$ cat src/sv/rfbdef_pkg.sv
// Shared types, codes and lengths for the RFB client message deframer.
`default_nettype none

package rfbdef_pkg;

    // Session phase, one-hot encoded
    typedef enum logic [3:0] {
        PH_VERSION = 4'b0001,
        PH_INIT    = 4'b0010,
        PH_READY   = 4'b0100,
        PH_CLOSED  = 4'b1000
    } phase_t;

    // Event kinds reported on the output channel
    localparam logic [2:0] KIND_SEND_SECURITY = 3'd0;
    localparam logic [2:0] KIND_SEND_INIT     = 3'd1;
    localparam logic [2:0] KIND_IGNORED       = 3'd2;
    localparam logic [2:0] KIND_UPDATE_REQ    = 3'd3;
    localparam logic [2:0] KIND_KEY           = 3'd4;
    localparam logic [2:0] KIND_POINTER       = 3'd5;
    localparam logic [2:0] KIND_ERROR_CLOSE   = 3'd6;

    // Client message type bytes
    localparam logic [7:0] MSG_SET_PIXEL_FORMAT = 8'd0;
    localparam logic [7:0] MSG_SET_ENCODINGS    = 8'd2;
    localparam logic [7:0] MSG_UPDATE_REQ       = 8'd3;
    localparam logic [7:0] MSG_KEY_EVENT        = 8'd4;
    localparam logic [7:0] MSG_POINTER_EVENT    = 8'd5;
    localparam logic [7:0] MSG_CUT_TEXT         = 8'd6;

    // Stored message type (low three bits of the type byte)
    localparam logic [2:0] TYPE_SET_ENCODINGS = 3'd2;
    localparam logic [2:0] TYPE_UPDATE_REQ    = 3'd3;
    localparam logic [2:0] TYPE_KEY_EVENT     = 3'd4;
    localparam logic [2:0] TYPE_POINTER_EVENT = 3'd5;
    localparam logic [2:0] TYPE_CUT_TEXT      = 3'd6;

    localparam int IDX_W = 33;

    // Byte counts
    localparam logic [IDX_W-1:0] VERSION_LAST      = 33'd11;
    localparam logic [IDX_W-1:0] LEN_PIXEL_FORMAT  = 33'd20;
    localparam logic [IDX_W-1:0] LEN_ENC_HEADER    = 33'd4;
    localparam logic [IDX_W-1:0] LEN_UPDATE_REQ    = 33'd10;
    localparam logic [IDX_W-1:0] LEN_KEY_EVENT     = 33'd8;
    localparam logic [IDX_W-1:0] LEN_POINTER_EVENT = 33'd6;
    localparam logic [IDX_W-1:0] LEN_CUT_HEADER    = 33'd8;

    // Byte positions inside a message
    localparam logic [IDX_W-1:0] POS_TYPE      = 33'd0;
    localparam logic [IDX_W-1:0] POS_FLAG      = 33'd1;
    localparam logic [IDX_W-1:0] POS_HALF_LAST = 33'd3;
    localparam logic [IDX_W-1:0] POS_WORD_LAST = 33'd7;

    typedef struct packed {
        logic [2:0]  event_kind;
        logic        key_pressed;
        logic [31:0] keysym;
        logic [15:0] pointer_x;
        logic [15:0] pointer_y;
        logic [7:0]  button_mask;
    } result_t;

endpackage

`default_nettype wire

$ cat src/sv/rfb_client_message_deframer_unit.sv
// Top level of the RFB 3.3 client-to-server message deframer.
// Path of a byte to its result: the input register, then the output register.
// Throughput: one byte per cycle; in_stall rises only while both result slots are full.
// Reset: rst_n clears the session to version wait and empties all stages.
`default_nettype none

module rfb_client_message_deframer_unit
    import rfbdef_pkg::*;
(
    input  wire logic         clk,
    input  wire logic         rst_n,
    input  wire logic         in_valid,
    output logic              in_stall,
    input  wire logic [7:0]   rx_byte,
    input  wire logic         restart,
    output logic              out_valid,
    input  wire logic         out_stall,
    output logic [2:0]        event_kind,
    output logic              key_pressed,
    output logic [31:0]       keysym,
    output logic [15:0]       pointer_x,
    output logic [15:0]       pointer_y,
    output logic [7:0]        button_mask
);

    logic       s1_valid_reg, s1_valid_next;
    logic [7:0] s1_byte_reg;
    logic       s1_restart_reg;
    logic       in_accept;
    logic       buf_full;
    logic       advance;
    logic       res_valid;
    result_t    res;
    result_t    out_data;

    assign in_stall      = s1_valid_reg && buf_full;
    assign in_accept     = in_valid && !in_stall;
    assign advance       = s1_valid_reg && !buf_full;
    assign s1_valid_next = in_accept || (s1_valid_reg && !advance);

    always_ff @(posedge clk or negedge rst_n)
    begin
        if (!rst_n)
        begin
            s1_valid_reg <= 1'b0;
        end
        else
        begin
            s1_valid_reg <= s1_valid_next;
        end
    end

    // hold the input item until the core takes it
    always_ff @(posedge clk)
    begin
        if (in_accept)
        begin
            s1_byte_reg    <= rx_byte;
            s1_restart_reg <= restart;
        end
    end

    rfbdef_frame_core u_core (
        .clk          (clk),
        .rst_n        (rst_n),
        .item_valid   (advance),
        .item_byte    (s1_byte_reg),
        .item_restart (s1_restart_reg),
        .res_valid    (res_valid),
        .res          (res)
    );

    rfbdef_out_buf u_out_buf (
        .clk       (clk),
        .rst_n     (rst_n),
        .push      (res_valid),
        .push_data (res),
        .full      (buf_full),
        .out_valid (out_valid),
        .out_stall (out_stall),
        .out_data  (out_data)
    );

    assign event_kind  = out_data.event_kind;
    assign key_pressed = out_data.key_pressed;
    assign keysym      = out_data.keysym;
    assign pointer_x   = out_data.pointer_x;
    assign pointer_y   = out_data.pointer_y;
    assign button_mask = out_data.button_mask;

endmodule

`default_nettype wire

$ cat src/sv/rfbdef_frame_core.sv
// Session phase tracking and message framing; produces one result per item at most.
`default_nettype none

module rfbdef_frame_core
    import rfbdef_pkg::*;
(
    input  wire logic         clk,
    input  wire logic         rst_n,
    input  wire logic         item_valid,
    input  wire logic [7:0]   item_byte,
    input  wire logic         item_restart,
    output logic              res_valid,
    output result_t           res
);

    phase_t            phase_reg, phase_next;
    logic [IDX_W-1:0]  byte_index_reg, byte_index_next;
    logic [2:0]        msg_type_reg, msg_type_next;
    logic [IDX_W-1:0]  msg_total_reg, msg_total_next;
    logic [31:0]       cap_word_reg, cap_word_next;
    logic [15:0]       cap_half_reg, cap_half_next;
    logic [7:0]        cap_flag_reg, cap_flag_next;

    logic              more_bytes;

    always_comb
    begin
        phase_next      = phase_reg;
        byte_index_next = byte_index_reg;
        msg_type_next   = msg_type_reg;
        msg_total_next  = msg_total_reg;
        cap_word_next   = cap_word_reg;
        cap_half_next   = cap_half_reg;
        cap_flag_next   = cap_flag_reg;
        res_valid       = 1'b0;
        res             = '0;
        more_bytes      = 1'b0;

        if (item_valid)
        begin
            if (item_restart)
            begin
                phase_next      = PH_VERSION;
                byte_index_next = '0;
                msg_type_next   = '0;
                msg_total_next  = '0;
                cap_word_next   = '0;
                cap_half_next   = '0;
                cap_flag_next   = '0;
            end
            else
            begin
                case (phase_reg)
                    PH_VERSION:
                    begin
                        if (byte_index_reg >= VERSION_LAST)
                        begin
                            byte_index_next = '0;
                            phase_next      = PH_INIT;
                            res_valid       = 1'b1;
                            res.event_kind  = KIND_SEND_SECURITY;
                        end
                        else
                        begin
                            byte_index_next = byte_index_reg + 1'b1;
                        end
                    end
                    PH_INIT:
                    begin
                        byte_index_next = '0;
                        phase_next      = PH_READY;
                        res_valid       = 1'b1;
                        res.event_kind  = KIND_SEND_INIT;
                    end
                    PH_READY:
                    begin
                        if (byte_index_reg == POS_TYPE)
                        begin
                            msg_type_next = item_byte[2:0];
                            cap_word_next = '0;
                            cap_half_next = '0;
                            cap_flag_next = '0;
                            case (item_byte)
                                MSG_SET_PIXEL_FORMAT: msg_total_next = LEN_PIXEL_FORMAT;
                                MSG_SET_ENCODINGS:    msg_total_next = LEN_ENC_HEADER;
                                MSG_UPDATE_REQ:       msg_total_next = LEN_UPDATE_REQ;
                                MSG_KEY_EVENT:        msg_total_next = LEN_KEY_EVENT;
                                MSG_POINTER_EVENT:    msg_total_next = LEN_POINTER_EVENT;
                                MSG_CUT_TEXT:         msg_total_next = LEN_CUT_HEADER;
                                default:
                                begin
                                    // unknown type: close the stream, keep framing state
                                    msg_type_next  = msg_type_reg;
                                    cap_word_next  = cap_word_reg;
                                    cap_half_next  = cap_half_reg;
                                    cap_flag_next  = cap_flag_reg;
                                    phase_next     = PH_CLOSED;
                                    res_valid      = 1'b1;
                                    res.event_kind = KIND_ERROR_CLOSE;
                                end
                            endcase
                        end
                        else if (byte_index_reg == POS_FLAG)
                        begin
                            cap_flag_next = item_byte;
                        end
                        else if (byte_index_reg <= POS_HALF_LAST)
                        begin
                            cap_half_next = {cap_half_reg[7:0], item_byte};
                            if (byte_index_reg == POS_HALF_LAST &&
                                msg_type_reg == TYPE_SET_ENCODINGS)
                            begin
                                msg_total_next = LEN_ENC_HEADER +
                                                 {15'd0, cap_half_next, 2'b00};
                            end
                        end
                        else if (byte_index_reg <= POS_WORD_LAST)
                        begin
                            cap_word_next = {cap_word_reg[23:0], item_byte};
                            if (byte_index_reg == POS_WORD_LAST &&
                                msg_type_reg == TYPE_CUT_TEXT)
                            begin
                                msg_total_next = LEN_CUT_HEADER + {1'b0, cap_word_next};
                            end
                        end

                        if (phase_next == PH_READY)
                        begin
                            more_bytes = ({1'b0, byte_index_reg} + 34'd1) <
                                         {1'b0, msg_total_next};
                            if (more_bytes)
                            begin
                                byte_index_next = byte_index_reg + 1'b1;
                            end
                            else
                            begin
                                // last byte of the message: report it
                                byte_index_next = '0;
                                res_valid       = 1'b1;
                                case (msg_type_next)
                                    TYPE_UPDATE_REQ:
                                    begin
                                        res.event_kind = KIND_UPDATE_REQ;
                                    end
                                    TYPE_KEY_EVENT:
                                    begin
                                        res.event_kind  = KIND_KEY;
                                        res.key_pressed = (cap_flag_next != 8'd0);
                                        res.keysym      = cap_word_next;
                                    end
                                    TYPE_POINTER_EVENT:
                                    begin
                                        res.event_kind  = KIND_POINTER;
                                        res.pointer_x   = cap_half_next;
                                        res.pointer_y   = cap_word_next[15:0];
                                        res.button_mask = cap_flag_next;
                                    end
                                    default:
                                    begin
                                        res.event_kind = KIND_IGNORED;
                                    end
                                endcase
                            end
                        end
                    end
                    PH_CLOSED:
                    begin
                        // drop every byte until restart
                    end
                    default:
                    begin
                        phase_next = PH_CLOSED;
                    end
                endcase
            end
        end
    end

    always_ff @(posedge clk or negedge rst_n)
    begin
        if (!rst_n)
        begin
            phase_reg      <= PH_VERSION;
            byte_index_reg <= '0;
            msg_type_reg   <= '0;
            msg_total_reg  <= '0;
            cap_word_reg   <= '0;
            cap_half_reg   <= '0;
            cap_flag_reg   <= '0;
        end
        else
        begin
            phase_reg      <= phase_next;
            byte_index_reg <= byte_index_next;
            msg_type_reg   <= msg_type_next;
            msg_total_reg  <= msg_total_next;
            cap_word_reg   <= cap_word_next;
            cap_half_reg   <= cap_half_next;
            cap_flag_reg   <= cap_flag_next;
        end
    end

endmodule

`default_nettype wire

$ cat src/sv/rfbdef_out_buf.sv
// Two-entry result buffer: output register plus skid register.
`default_nettype none

module rfbdef_out_buf
    import rfbdef_pkg::*;
(
    input  wire logic     clk,
    input  wire logic     rst_n,
    input  wire logic     push,
    input  wire result_t  push_data,
    output logic          full,
    output logic          out_valid,
    input  wire logic     out_stall,
    output result_t       out_data
);

    logic    main_valid_reg, main_valid_next;
    logic    skid_valid_reg, skid_valid_next;
    result_t main_reg, main_next;
    result_t skid_reg, skid_next;
    logic    pop;

    assign pop       = main_valid_reg && !out_stall;
    assign full      = skid_valid_reg;
    assign out_valid = main_valid_reg;
    assign out_data  = main_reg;

    always_comb
    begin
        main_valid_next = main_valid_reg;
        skid_valid_next = skid_valid_reg;
        main_next       = main_reg;
        skid_next       = skid_reg;

        if (skid_valid_reg)
        begin
            // no push can arrive while the skid slot is occupied
            if (pop)
            begin
                main_next       = skid_reg;
                skid_valid_next = 1'b0;
            end
        end
        else if (main_valid_reg)
        begin
            if (push && pop)
            begin
                main_next = push_data;
            end
            else if (push)
            begin
                skid_next       = push_data;
                skid_valid_next = 1'b1;
            end
            else if (pop)
            begin
                main_valid_next = 1'b0;
            end
        end
        else if (push)
        begin
            main_next       = push_data;
            main_valid_next = 1'b1;
        end
    end

    always_ff @(posedge clk or negedge rst_n)
    begin
        if (!rst_n)
        begin
            main_valid_reg <= 1'b0;
            skid_valid_reg <= 1'b0;
        end
        else
        begin
            main_valid_reg <= main_valid_next;
            skid_valid_reg <= skid_valid_next;
        end
    end

    always_ff @(posedge clk)
    begin
        main_reg <= main_next;
        skid_reg <= skid_next;
    end

endmodule

`default_nettype wire
$ cat config.mk
export PLATFORM = sky130hd
export DESIGN_NAME = rfb_client_message_deframer_unit
export DESIGN_NICKNAME = d
export VERILOG_FILES = /design/src/sv/rfbdef_pkg.sv /design/src/sv/rfb_client_message_deframer_unit.sv /design/src/sv/rfbdef_frame_core.sv /design/src/sv/rfbdef_out_buf.sv
export SDC_FILE = /design/constraint.sdc
export NUM_CORES = 1
export LEC_CHECK = 0
export ABC_AREA = 1
export BUFFER_PORTS_ARGS = -buffer_cell sky130_fd_sc_hd__buf_2
export CORE_MARGIN = 1.5
export CORE_UTILIZATION = 33
export DETAILED_ROUTE_END_ITERATION = 12
export HOLD_SLACK_MARGIN = 0.03
export PLACE_DENSITY_LB_ADDON = 0.3
export SYNTH_ARGS = -nofsm -noshare
export SYNTH_HDL_FRONTEND = slang
export SYNTH_HIERARCHICAL = 1
export SYNTH_SLANG_ARGS = --single-unit
$ cat constraint.sdc
create_clock -name clk -period 9.5 [get_ports clk]
set_clock_uncertainty 0.05 [all_clocks]
set_input_delay 0.475 -clock clk [delete_from_list [all_inputs] [get_ports clk]]
set_output_delay 0.475 -clock clk [all_outputs]
set_load 0.01 [all_outputs]
Word level (Yosys, flattened, before mapping)
Cells that the tools add are included.

cells by class
  $add $sub $neg = 4
  order comparisons = 4
  equality and inequality tests = 23
  muxes and demuxes = 85
  bitwise operators = 2
  reduce and logical (&&, ||, !) cells = 26

operator list
  cell                                                                    number
  76-bit 2-to-1 mux                                                       9
  33-bit 2-to-1 mux                                                       16
  32-bit 2-to-1 mux                                                       7
  33-bit case mux with 5 select lines                                     1
  33-bit case mux with 3 select lines                                     1
  16-bit 2-to-1 mux                                                       6
  73-bit 2-to-1 mux                                                       1
  8-bit 2-to-1 mux                                                        8
  40-bit 2-to-1 mux                                                       1
  33-bit by 1-bit adder with 34-bit output, second input constant         1
  34-bit by 33-bit less-than comparator with 1-bit output                 1
  33-bit by 1-bit adder with 33-bit output, second input constant         1
  4-bit by 32-bit adder with 33-bit output, first input constant          1
  33-bit by 1-bit == test with 1-bit output, second input constant        1
  33-bit by 2-bit == test with 1-bit output, second input constant        1
  33-bit by 3-bit == test with 1-bit output, second input constant        1
  33-bit by 4-bit >= comparator with 1-bit output, second input constant  1
  33-bit by 2-bit <= comparator with 1-bit output, second input constant  1
  33-bit by 3-bit <= comparator with 1-bit output, second input constant  1
  33-bit zero test                                                        1
  4-bit 2-to-1 mux                                                        7
  3-bit 2-to-1 mux                                                        9
  8-bit by 3-bit == test with 1-bit output, second input constant         3
  3-bit by 18-bit adder with 19-bit output, first input constant          1
  other kinds (29)                                                        63

word-level totals
  flip-flop bits (word level) = 293
  output and inout bits = 78
  word-level logic and storage cells = 168

Logic depth before layout (Yosys ltp)
  depth in word-level cells = 20
  gate-level depth with buffers = 31
  mapped depth without buffers = 31

Cells and area by module
Netlist, hierarchy kept.

by module, submodules not included
  module                            times used  cells an instance  area an instance (um2)  seq. area each (um2)
  rfbdef_frame_core                 1           1467               10161.0                 3229.3
  rfbdef_out_buf                    1           418                5657.9                  4614.4
  rfb_client_message_deframer_unit  1           17                 322.8                   295.3

Worst setup path before layout
Ideal clock, no wire load.

  path kind = register to register
  start = register s1_byte_reg[3]
  end = register u_out_buf.main_reg, in the netlist u_out_buf/out_data[0] (enable)
  library setup time = 512 ps
  arrival time = 6514 ps
  required time = 8938 ps
  setup slack = 2424 ps
  cell stages (with the launch flop) = 28
  buffers on the path = 0
  clock period less this slack = 7076 ps
  cells stage by stage = edfxtp_1 ha_1 nand2_1 nor3_2 nand2_1 nor3_2 nand2_1 nor2_2 nand2_1 nor2_1 inv_1 o21ai_1 nand3_1 o21ai_1 nand2_1 ha_1 nand4_1 nor3_1 nand3_1 nor2_1 nand2_4 nand3_1 nand2_1 a21oi_1 inv_1 nand2_1 inv_1 nor2_1

between the ends
  cells in the longest elaborated chain, start to end = 18

ends and longest elaborated chain
  element                                   RTL line                                source
  start: declaration                        rfb_client_message_deframer_unit.sv:27  logic [7:0] s1_byte_reg;
  start signal: assignment                  rfb_client_message_deframer_unit.sv:58  s1_byte_reg <= rx_byte;
  4-bit by 32-bit adder with 33-bit output  rfbdef_frame_core.sv:123                msg_total_next = LEN_CUT_HEADER + {1'b0, cap_word_next};
  33-bit 2-to-1 mux                         rfbdef_frame_core.sv:120                if (byte_index_reg == POS_WORD_LAST &&
  33-bit 2-to-1 mux                         rfbdef_frame_core.sv:117                else if (byte_index_reg <= POS_WORD_LAST)
  33-bit 2-to-1 mux                         rfbdef_frame_core.sv:107                else if (byte_index_reg <= POS_HALF_LAST)
  33-bit 2-to-1 mux                         rfbdef_frame_core.sv:103                else if (byte_index_reg == POS_FLAG)
  33-bit 2-to-1 mux                         rfbdef_frame_core.sv:77                 if (byte_index_reg == POS_TYPE)
  33-bit 2-to-1 mux                         rfbdef_frame_core.sv:53                 case (phase_reg)
  33-bit 2-to-1 mux                         rfbdef_frame_core.sv:41                 if (item_restart)
  (+3 left out)                             --
  1-bit 2-to-1 mux (*)                      rfbdef_frame_core.sv:127                if (phase_next == PH_READY)
  1-bit case mux with 3 select lines (*)    rfbdef_frame_core.sv:53
  1-bit 2-to-1 mux (*)                      rfbdef_frame_core.sv:41
  1-bit 2-to-1 mux (*)                      rfbdef_frame_core.sv:39                 if (item_valid)
  net res_valid                             rfb_client_message_deframer_unit.sv:32  logic res_valid;
  1-bit logical AND                         rfbdef_out_buf.sv:46                    if (push && pop)
  3-bit inequality test (no source line)    --
  3-bit AND reduction (no source line) (*)  --
  end signal: assignment                    rfbdef_out_buf.sv:83                    main_reg <= main_next;
  end: declaration                          rfbdef_out_buf.sv:19                    result_t main_reg, main_next;

Mark *: on every way through the listed nets, which the timed path passes. The rest lies on a longest branch. The select of a mux whose other input is x is not followed.
A chain may end at the register's enable or synchronous reset.

Final worst setup path
  start = register u_core.byte_index_reg[0]
  end = register u_out_buf/skid_reg[60] (netlist bit) (enable)

between the ends
  cells in the longest elaborated chain, start to end = 19

ends and longest elaborated chain
  element                                                                                                           RTL line                                source
  start: declaration                                                                                                rfbdef_frame_core.sv:17                 logic [IDX_W-1:0] byte_index_reg, byte_index_next;
  start signal: assignment                                                                                          rfbdef_frame_core.sv:194                byte_index_reg <= byte_index_next;
  parallel branches: the longest is 13 deep, another holds 34-bit by 33-bit less-than comparator with 1-bit output  --
  1-bit case mux with 3 select lines (*)                                                                            rfbdef_frame_core.sv:53
  1-bit 2-to-1 mux (*)                                                                                              rfbdef_frame_core.sv:41
  1-bit 2-to-1 mux (*)                                                                                              rfbdef_frame_core.sv:39
  net res_valid                                                                                                     rfb_client_message_deframer_unit.sv:32
  1-bit logical AND                                                                                                 rfbdef_out_buf.sv:46
  1-bit inverter (no source line)                                                                                   --
  4-bit AND reduction (no source line) (*)                                                                          --
  end signal: assignment                                                                                            rfbdef_out_buf.sv:84                    skid_reg <= skid_next;
  end: declaration                                                                                                  rfbdef_out_buf.sv:20                    result_t skid_reg, skid_next;

Mark *: on every way through the listed nets, which the timed path passes. The select of a mux whose other input is x is not followed.

==> results.tsv <==
stage	metric	value	unit
pwr	part of the total power dissipated in combinational logic	21.8	%
detailed_routing	sum of routed wire length over all layers	43600	um
timing	part of the cycle the worst path needs	65.9	%
worst_setup_path	kind of cell adding the most delay to the critical path	simple AND/OR/NAND/NOR gates	
pwr	relative contribution of the clock network to total power	38.1	%
worst_setup_path	WS Path Type	register to register	
global_routing	met3 Track Usage GR	2.52	%
die	effective utilization at floorplan	33.6	%
worst_setup_path	CP peak stage delay	0.60	ns
global_routing	met2 demand-to-capacity share in global routing	27.4	%
pwr	sequential group share of total power	40.1	%
die	Die Area	50200	sq um
hold_path	Hold Crit Class	input port to register	
yosys	number of enable-type register cells in the synthesized netlist	161	
die	Die Y	224	um
pwr	Switching Share	32.6	%
pwr	Internal Pwr Total	2.34	mW
cts	later-pin clock latency in the skew report	0.55	ns
cts	cell chosen for the clock root	clkbuf_16	
yosys	average instance area after synthesis	8.49	sq um
global_routing	first-pass GRT wire length	70000	um
placed_design	placed wire-length estimate	30400	um
yosys	sequential share of the synthesized area	50.4	%
timing	remaining max-slew budget at the tightest pin	31.0	%
timing	worst-case hold slack	0.0650	ns
worst_setup_path	slowest CP cell	nand2_1	
timing	slew at the pin with the worst max-slew slack	1.04	ns
global_routing	GRT busiest layer	met2	
cts	depth of the CTS H-tree	2	
detailed_routing	number of DRC violations after detailed routing	0	
cts	number of buffers created by CTS	36	
pwr	highest ir drop seen on vdd	0.129	mV
yosys	most used flip-flop cell after synthesis	edfxtp_1	
worst_setup_path	Max Fanout on Critical Path	67	
worst_setup_path	R2R depth	26	
outcome	outcome	finished, final reports clean	
cells_and_area	highest-count cells in the layout ignoring fill and taps	nand2_1, inv_1, edfxtp_1	
yosys	async set or reset register ratio after synthesis	45.1	%
hold_path	hold depth	1	
cells_and_area	count of inserted antenna diode cells	0	
worst_setup_path	Critical Path Sink Type	register	
detailed_routing	DR iter-0 viols	1013	
worst_setup_path	Data arrival, critical path	6.38	ns
global_routing	met1 global-route usage	24.8	%
worst_setup_path	WP buf/inv	5	
cells_and_area	post-synthesis to final-layout area growth	12.8	%
detailed_routing	antenna-violating nets left	0	
die	Floorplan Core Area	48000	sq um
cts	clock-pin slew reported for the worst setup and hold paths after clock tree synthesis	0.06	ns
placed_design	worst slack at placement	3.29	ns
cells_and_area	filler cell count in the final layout	4948	
timing	number of setup violations in the final report	0	
placed_design	port bufs	90	
yosys	number of distinct library cells after synthesis	51	
pwr	switching component of the power	1.13	mW
die	Die W	224	um
timing	Tmin final	6.26	ns
cells_and_area	nets	2024	
die	I/O pin total	91	
worst_setup_path	required time at the endpoint of the critical path	9.62	ns
cts	buffers from clock root to sink, at most	3	
placed_design	RD Place Congestion	0.895	
detailed_routing	count of vias placed by the detailed router	13200	
detailed_routing	Routed WL per cell	16.7	um
yosys	Net Count, Synth	1955	
worst_setup_path	total number of cells along the worst setup path	26	
pwr	power density over the cells	190	nW/um^2
yosys	synthesized area	16100	sq um
worst_setup_path	element type at the critical path start	register	
cts	number of buffers added for setup after CTS	0	
worst_setup_path	Most common cell on crit path	nand2_1	
run	Max-Cap Viols	0	
timing	unrepaired setup endpoints after global routing	false	
cts	clock tree from TritonCTS	built	
cells_and_area	layout cell share with drive strength beyond 1	12.7	%
yosys	synthesis warning total	6	
timing	final-report max-slew violation count	0	
global_routing	Remaining Overflow, GRT	0	
timing	Achievable Freq	160	MHz
yosys	post-synthesis instance total	1902	
timing	setup ws final	3.24	ns
detailed_routing	Via density	5.05	
cts	CTS sink count	293	
cts	cts hold-fix bufs	1	
cells_and_area	combined area of the multi-input logic cells	6460	sq um
cells_and_area	Finished Core Util	37.9	%
global_routing	global router's overall resource usage	17.5	%
global_routing	largest net degree at the start of global routing	93	
global_routing	number of global-route vias before repair	12800	
yosys	flop and latch count out of synthesis	293	
pwr	leakage	7.29	nW
pwr	Total Power	3.46	mW
timing	setup TNS after final layout	0	ns
die	cell row count	80	
cells_and_area	area occupied by registers	8140	sq um
timing	number of endpoints with negative hold slack in the final report	0	
cts	PostCTS Resize Cnt	0	
detailed_routing	number of optimization iterations in the first detailed-route pass	5	
cells_and_area	most frequent standard cell in the layout excluding fill and tap cells	nand2_1	
global_routing	antenna violations before repair	0	
==> power groups by stage <==
stage,Clock [mW],Sequential (mW),Combinational [mW]
after floorplan,0,1.41,0.544
after global placement,0,1.41,0.746
after detailed placement,0,1.41,0.752
after CTS,1.36,1.39,0.755
after global routing,1.41,1.39,0.833
final,1.32,1.39,0.755
==> cell families (layout without fill, tap and decap cells) <==
group	Yosys count	count (layout)	synth area share (%)
AO/OA/AOI/OAI	289	289	10.8
XOR/XNOR	43	43	2.33
adder cells (fa/ha/maj)	40	40	3.10
buffers and inverters	381	476	9.74
flip-flops	293	293	50.4
AND/OR/NAND/NOR	856	856	23.6
==> area by class of cell <==
cell class	instances	share of cell area [%]
sequential	293	44.7
multi-input combinational	1228	35.5
inverter	310	6.40
clock buffer	45	5.30
tap	615	4.23
timing repair buffer	102	3.02
clock inverter	19	0.852
==> worst register-to-register path, cell delays in order (launching register included) <==
cell,delay [ns]
dfrtp_1,0.53
ha_1,0.26
nand2_1,0.09
inv_2,0.10
nand2_1,0.07
nor2_1,0.11
nand3_1,0.45
nand2_1,0.61
nand2_2,0.17
nand2_1,0.35
inv_1,0.21
a22oi_1,0.26
ha_1,0.28
a21oi_1,0.16
o21a_1,0.14
o221ai_1,0.09
a21oi_1,0.14
nand3_1,0.08
nor2_1,0.53
nand3_1,0.24
nand2_1,0.10
a21oi_1,0.07
inv_1,0.08
nor2_1,0.04
nand2_1,0.09
inv_2,0.11
buf_4,0.37
==> per-layer routing <==
metal  part of all wire, %  up-vias
met5                     0        -
met4                   2.3        0
met3                   5.0       58
met2                    46      355
met1                    47     6340
li1                      -     6432
==> final timing paths <==
check	start	to	slack (ns)
max	u_core/byte_index_reg[0]	u_out_buf/skid_reg[60]	3.24
min	rx_byte[1]	s1_byte_reg[1]	0.06
min reg2reg	u_core/msg_total_reg[11]	u_core/msg_total_reg[11]	0.44
min in group asynchronous	rst_n	u_core/byte_index_reg[30]	0.50
max in group asynchronous	rst_n	u_core/cap_flag_reg[1]	7.55
max reg2reg	u_core/byte_index_reg[0]	u_out_buf/skid_reg[60]	3.24
==> metrics by stage <==
step / std cells / cell area, sq um
2_1_floorplan: 1902 / 16100
3_3_place_gp: 2547 / 17100
3_5_place_dp: 2547 / 17100
4_1_cts: 2612 / 18200
5_1_grt: 2612 / 18200
6_report: 2612 / 18200
==> synth_stat cells (9+ instances only) <==
cell type  instances  area, sq um
inv_1            300         1130
ha_1              40          500
nand2_1          478         1790
xor2_1            41          359
dfrtp_1          131         3280
nor2_2            59          369
buf_2             13         65.1
o221ai_1          11         96.3
buf_4              9         67.6
o21ai_0           73          365
nand3_1           65          325
a21oi_1           32          160
nand4_1           31          194
buf_6             12          135
nor2_1           143          537
clkbuf_1          36          135
edfxtp_1         161         4830
nor3_1            39          195
o22ai_1          145          907
Note: power is estimated with default switching activity, not from simulation.
